==> config.mk <==
export PLATFORM = sky130hd
export DESIGN_NAME = pwa_div_cell
export DESIGN_NICKNAME = d
export VERILOG_FILES = /design/src/hw/rtl/pwa_pkg.sv /design/src/hw/rtl/pwa_div_cell.sv
export SDC_FILE = /design/constraint.sdc
export NUM_CORES = 1
export LEC_CHECK = 0
export ABC_CLOCK_PERIOD_IN_PS = 1100
export BUFFER_PORTS_ARGS = -buffer_cell sky130_fd_sc_hd__buf_2
export CAP_MARGIN = 0
export CORE_AREA = 3 3 179 181
export CTS_CLUSTER_SIZE = 28
export DETAILED_ROUTE_END_ITERATION = 8
export DIE_AREA = 0 0 182 184
export GPL_TIMING_DRIVEN = 0
export PLACE_DENSITY = 0.7
export SLEW_MARGIN = 20
export SYNTH_ARGS = -nofsm -noshare
export SYNTH_HDL_FRONTEND = slang
export SYNTH_SLANG_ARGS = --single-unit
==> constraint.sdc <==
create_clock -name clk_i -period 1.1 [get_ports clk_i]
set_clock_uncertainty 0.15 [all_clocks]
set_input_delay 0.22 -clock clk_i [delete_from_list [all_inputs] [get_ports clk_i]]
set_output_delay 0.22 -clock clk_i [all_outputs]
set_load 0.01 [all_outputs]
==> src/hw/rtl/pwa_pkg.sv <==
// ----------------------------------------------------------------------------
// pwa_pkg
// Shared types and register map for the perspective warp address core.
// ----------------------------------------------------------------------------
`default_nettype none

package pwa_pkg;

  localparam int unsigned RegIdxBits = 3;
  localparam int unsigned FracShift  = 14;

  localparam logic [RegIdxBits-1:0] REG_ROW_ROW    = 3'd0;
  localparam logic [RegIdxBits-1:0] REG_ROW_COL    = 3'd1;
  localparam logic [RegIdxBits-1:0] REG_ROW_OFFSET = 3'd2;
  localparam logic [RegIdxBits-1:0] REG_COL_ROW    = 3'd3;
  localparam logic [RegIdxBits-1:0] REG_COL_COL    = 3'd4;
  localparam logic [RegIdxBits-1:0] REG_COL_OFFSET = 3'd5;
  localparam logic [RegIdxBits-1:0] REG_PERSP      = 3'd6;
  localparam logic [RegIdxBits-1:0] REG_SRC_SIZE   = 3'd7;

  typedef struct packed {
    logic valid;
    logic den_zero;
    logic neg_u;
    logic neg_v;
    logic ovf_u;
    logic ovf_v;
  } ctrl_t;

endpackage

`default_nettype wire

==> src/hw/rtl/pwa_div_cell.sv <==
// ----------------------------------------------------------------------------
// pwa_div_cell
// One restoring division step for both quotients sharing one denominator.
// ----------------------------------------------------------------------------
`default_nettype none

module pwa_div_cell #(
  parameter int unsigned CB    = 12,
  parameter int unsigned SW    = 49,
  parameter int unsigned RW    = 75,
  parameter int unsigned SHIFT = 0
) (
  input  wire logic                 clk_i,
  input  wire logic                 rst_ni,
  input  wire pwa_pkg::ctrl_t       ctrl_i,
  input  wire logic [SW-1:0]        den_i,
  input  wire logic [RW-1:0]        rem_u_i,
  input  wire logic [RW-1:0]        rem_v_i,
  input  wire logic [CB-1:0]        q_u_i,
  input  wire logic [CB-1:0]        q_v_i,
  output pwa_pkg::ctrl_t            ctrl_o,
  output logic      [SW-1:0]        den_o,
  output logic      [RW-1:0]        rem_u_o,
  output logic      [RW-1:0]        rem_v_o,
  output logic      [CB-1:0]        q_u_o,
  output logic      [CB-1:0]        q_v_o
);

  logic [RW-1:0] den_sh;
  logic          ge_u, ge_v;
  logic          valid_q;
  pwa_pkg::ctrl_t ctrl_q;
  logic [SW-1:0] den_q;
  logic [RW-1:0] rem_u_q, rem_v_q, rem_u_d, rem_v_d;
  logic [CB-1:0] q_u_q, q_v_q, q_u_d, q_v_d;

  assign den_sh = {{(RW-SW){1'b0}}, den_i} << SHIFT;
  assign ge_u   = rem_u_i >= den_sh;
  assign ge_v   = rem_v_i >= den_sh;

  always_comb begin
    rem_u_d = ge_u ? rem_u_i - den_sh : rem_u_i;
    rem_v_d = ge_v ? rem_v_i - den_sh : rem_v_i;
    q_u_d   = q_u_i;
    q_v_d   = q_v_i;
    q_u_d[SHIFT] = ge_u;
    q_v_d[SHIFT] = ge_v;
  end

  always_ff @(posedge clk_i or negedge rst_ni) begin
    if (!rst_ni) begin
      valid_q <= 1'b0;
    end else begin
      valid_q <= ctrl_i.valid;
    end
  end

  always_ff @(posedge clk_i) begin
    ctrl_q  <= ctrl_i;
    den_q   <= den_i;
    rem_u_q <= rem_u_d;
    rem_v_q <= rem_v_d;
    q_u_q   <= q_u_d;
    q_v_q   <= q_v_d;
  end

  always_comb begin
    ctrl_o       = ctrl_q;
    ctrl_o.valid = valid_q;
  end

  assign den_o   = den_q;
  assign rem_u_o = rem_u_q;
  assign rem_v_o = rem_v_q;
  assign q_u_o   = q_u_q;
  assign q_v_o   = q_v_q;

endmodule

`default_nettype wire

# ---- Word-level counts from Yosys, hierarchy flattened
# Cells that the tools add are included.
dict set report word_totals {
  regBits 229
  input_bits 231
  output_inout_bits 229
  elab_cells 17
}
dict set report classes {
  n_addsub 2
  magnitude_cmp 2
  n_mux 2
}
# op count
set op_table {}
lappend op_table {{75-bit by 49-bit >= comparator with 1-bit output} 2}
lappend op_table {{75-bit two-way mux} 2}
lappend op_table {{75-bit by 49-bit subtractor with 75-bit output} 2}

# ---- Logic depth before layout (Yosys ltp)
dict set report depth {
  depth_word 2
  ltp_mapped 14
  mapped_depth_nobuf 13
}

# ---- Worst setup path after synthesis
# Ideal clock, no wire load.
dict set report synth_path {
  path_kind {in2reg}
  startpoint {input den_i[4]}
  endpoint {register rem_u_q[10], in the netlist rem_u_o[10]}
  setup_time_ns 0.121
  arrival_ns 3.028
  t_required_ns 0.829
  setup_slack_ns -2.199
  stages 12
  path_buffers 2
  path_cell_list {inv_1 ha_1 nand2_1 or2_2 or4_1 or4_1 and3b_1 and2_4 buf_6 inv_6 buf_2 mux2_2}
}
dict set report synth_via {
  elab_chain_len 2
  word_cells_on_any_way 3
  cone_classes {add/sub: 1; order compare: 1; mux: 1}
}
# element line_no
set synth_rtl {}
lappend synth_rtl {{start, declared} pwa_div_cell.sv:16} ;# input wire logic [SW-1:0] den_i,
lappend synth_rtl {{75-bit by 49-bit subtractor with 75-bit output / 75-bit by 49-bit >= comparator with 1-bit output (equally long branches)} {pwa_div_cell.sv:42, pwa_div_cell.sv:38}}
lappend synth_rtl {{75-bit two-way mux (*)} pwa_div_cell.sv:42} ;# rem_u_d = ge_u ? rem_u_i - den_sh : rem_u_i;
lappend synth_rtl {{via rem_u_d[10]} pwa_div_cell.sv:34} ;# logic [RW-1:0] rem_u_q, rem_v_q, rem_u_d, rem_v_d;
lappend synth_rtl {{end signal, assigned} pwa_div_cell.sv:61} ;# rem_u_q <= rem_u_d;
lappend synth_rtl {{end, declared} pwa_div_cell.sv:34}
# The timed path passes the listed nets; every way through them passes the cells marked *.

# ---- Worst setup path in the final report
dict set report layout_path {
  startpoint {input den_i[2]}
  endpoint {register rem_u_q[71], in the netlist rem_u_o[71]}
}
# The elaborated chain is that of the path after synthesis.

==> flow_summary.yaml <==
outcome:
  violations: "hold timing, setup timing"
  run_status: "complete, but fails checks"
cts:
  cts.sinks: 229
  clk_pin_slew_ps: 70
  cts_tree: "done"
  cts_max_level: 1
  clk_path_buf_depth: 3
  root_buffer: "clkbuf_16"
  numCtsBuffers: 25
synth:
  syn_nets: 1936
  synthArstFlopShare_pct: 0.437
  synth_fa_ha_area_share_pct: 9.63
  synth_compound_area_share_pct: 21.3
  yosys_register_bits: 229
  synthXorXnorAreaFrac_pct: 9.33
  synthSimpleGateAreaFrac_pct: 19.3
  synth_mux_area_share_pct: 0.933
  yosysSeqAreaShare_pct: 34.9
  synth_cell_types: 75
  ys.warnings.count: 0
  synth_edf_count: 0
  syn_inst: 1605
  avgSynthCellArea_um2: 8.19
  syn-cell-area_um2: 13100
  synth_top_family_by_area: "compound AO/OA/AOI/OAI gates"
  synth_top_flop_cell: "dfxtp_1"
power:
  p_leak_nw: 10.1
  clockPowerShare_pct: 31.4
  p_sw_share_pct: 32.0
  combPwrFrac_pct: 34.9
  switchingPower_mw: 9.59
  seqPwrFrac_pct: 33.7
  power_density_nw_per_um2: 1270
  finalPower_mw: 29.9
  ir_drop_mv: 1.06
  intPower_mw: 20.4
sta:
  fin_setup_tns_ps: -312890
  fmax_ghz: 0.337
  worst_pin_slew_ps: 1070
  setup_ws_ps: -1870
  setup_violations: 381
  rsz0062_at_grt: "yes"
  hold_viol_final: 6
  slew_headroom_pct: 27.4
  report.final.slew_viol_count: 0
  min_period_ps: 2970
  holdWs_ps: -370
  period_share_pct: 270
detailed_routing:
  drt_iter0_drc: 1564
  route.detailed.drc: 0
  routedWlPerCell_um: 23.5
  vias: 16329
  final_antenna_net_count: 0
  dr.pass1.iters: 6
  via_per_inst: 5.83
  wirelength_mm: 65.9
worst_setup_path:
  max_stage_delay_ps: 520
  cp_top_family: "simple AND/OR/NAND/NOR gates"
  worstPathCellList: "buf_8 > clkinvlp_4 > ha_4 > nand3_2 > or2_4 > or4_4 > or4_4 > and3b_1 > a21bo_2 > a211oi_4 > nand4_1 > xnor2_2"
  crit_buf_inv: 2
  cp_slowest_cell: "or4_4"
  crit_top_cell: "or4_4"
  cp-end-kind: "flip-flop"
  required_ps: 1410
  critical_path_class: "input port to flip-flop"
  worstPathArrival_ps: 3280
  cp_max_fo: 3
  crit_path_start_kind: "input port"
placement:
  io_buffers: 456
  placed_area_um2: 16700
  dp_hpwl_mm: 42.1
  gp_congestion: 0.965
  dpl_worst_slack_ps: -3140
die:
  start_util_pct: 43.0
  die-area_um2: 33500
  fp.coreArea_um2: 30600
  die_y_um: 184
  rows: 64
  die_w_um: 182
  ioPinCount: 460
worst_hold_path:
  hold_depth: 1
  hp-class: "input port to flip-flop"
  hold_start: "den_i[2]"
  min_to: "den_o[2]$_DFF_P_"
layout:
  layout-drive-gt1-share_pct: 47.5
  syn2layout_area_growth_pct: 79.9
  nNetsFinal: 2705
  final_area_um2: 23600
  nFillCells: 1955
global_route:
  track_usage_pct: 33.4
  grt_pass1_wl_mm: 88.4
  antenna_found_initial: 12
  grt_max_degree: 15
  grt_pass1_vias: 15567
  grt-ovfl-total: 0
flow_run:
  maxCapViolations: 0
==> flip-flops by register name (all words and copies together) (netlist names) <==
name     cells
rem_v_o     75
rem_u_o     75
q_v_o       12
valid_q      1
q_u_o       12
den_o       49
ctrl_o       5
==> Yosys cell counts, types with 4 or more instances <==
cell	count	area share, %
dfxtp_1	228	35
a21oi_1	201	7.7
nor2_1	164	4.7
nand2_1	122	3.5
ha_1	98	9.3
inv_1	84	2.4
xnor2_1	84	5.6
o21ai_0	80	3.0
xor2_1	56	3.7
nand4_1	54	2.6
clkbuf_1	47	1.3
a21o_1	42	2.4
nand3_1	35	1.3
nor3_1	34	1.3
nor4_1	23	1.1
o21a_1	19	1.1
o21bai_1	18	1.0
buf_2	16	0.61
a211oi_1	14	0.80
o31ai_1	14	0.80
or4_1	13	0.74
and3_1	10	0.48
a31oi_1	9	0.43
mux2_2	9	0.77
nor2b_1	9	0.43
or3_1	9	0.43
a21boi_0	8	0.46
and2_1	7	0.33
nand2b_1	7	0.33
o211ai_1	7	0.40
nand3b_1	5	0.29
nor3b_1	5	0.29
o221ai_1	5	0.33
o2111ai_1	4	0.27
o22ai_1	4	0.19
or2_2	4	0.19
==> layout make-up <==
class / count / area, µm² / share of cell area (%)
clock inverters: 10 / 179 / 0.757
repair buffers: 782 / 6580 / 27.8
multi-input cells: 1225 / 10100 / 42.9
well taps: 396 / 495 / 2.10
diodes: 11 / 27.5 / 0.116
plain buffers: 25 / 350 / 1.48
flip-flops and latches: 229 / 4760 / 20.1
inverters: 86 / 397 / 1.68
clock buffers: 35 / 723 / 3.06
==> worst max path at each step <==
stage / startpoint / end / slack, ps / depth (start not counted)
after floorplan: den_i[24] / rem_u_o[64]$_DFF_P_ / -2030 / 14
after global placement: den_i[18] / rem_u_o[47]$_DFF_P_ / -3160 / 13
after detailed placement: den_i[1] / rem_u_o[60]$_DFF_P_ / -3140 / 12
after CTS: den_i[2] / rem_u_o[68]$_DFF_P_ / -1800 / 13
after global routing: den_i[7] / rem_u_o[54]$_DFF_P_ / -1950 / 13
final: den_i[2] / rem_u_o[71]$_DFF_P_ / -1870 / 12
==> metrics by stage <==
step | util [%] | hold slack, ps | instances
2_1_floorplan | - | -226 | 1605
3_3_place_gp | 54.6 | -154 | 2457
3_5_place_dp | 54.6 | -154 | 2457
4_1_cts | 70.0 | -389 | 2755
5_1_grt | 77.3 | -377 | 2799
6_report | 77.3 | -370 | 2799
==> cells by family after synthesis <==
logic type	after synthesis
xor gates and xnor gates	140
and+or+nand+nor	517
DFF	229
muxes	11
adders and majority gates	100
AOI/OAI and AO/OA	457
buffers and inverters	151
==> layer usage <==
layer / track usage (%) / up-vias / wire [µm]
li1: - / 7306 / -
met1: 41.1 / 7748 / 24900
met2: 57.9 / 1011 / 32000
met3: 4.37 / 260 / 5140
met4: 15.8 / 4 / 3860
met5: 0 / - / 29
==> power by group through the flow <==
stage	clock network, mW	registers [mW]	logic (mW)
finish	9.39	10.1	10.5
global route	9.75	10.2	11.0
CTS	9.36	9.76	8.74
detailed placement	0	9.89	7.49
global placement	0	9.87	7.46
floorplan	0	10.5	3.94
==> cells in the final DEF, fill, tap and decap left out, types with 10 or more instances in the layout <==
master	count
a21o_1	42
a21oi_1	117
a21oi_2	77
buf_12	19
buf_2	310
buf_4	62
buf_6	165
buf_8	10
clkbuf_16	33
dfxtp_1	95
dfxtp_2	131
diode_2	11
dlygate4sd3_1	223
ha_1	57
ha_2	16
ha_4	25
inv_1	68
nand2_1	104
nand2_2	12
nand3_1	20
nand4_1	54
nor2_1	106
nor2_2	36
nor2_4	22
nor3_1	18
nor3_2	11
nor4_1	13
o21a_1	18
o21ai_0	51
o21ai_1	15
o21ai_2	11
o21bai_1	15
xnor2_1	71
xnor2_2	13
xor2_1	55
==> what timing repair did <==
| item | 4_1_cts | 5_1_grt |
|---|---|---|
| hold buffers | 215 | 8 |
| setup endpoints to repair | 381 | 381 |
| resized for setup | 248 | 507 |
| gates cloned | 8 | 6 |
| endpoints found under the hold margin | 227 | 14 |
| pin swaps | 45 | 83 |
| setup buffers | 56 | 45 |
Note: power is estimated with default switching activity, not from simulation.
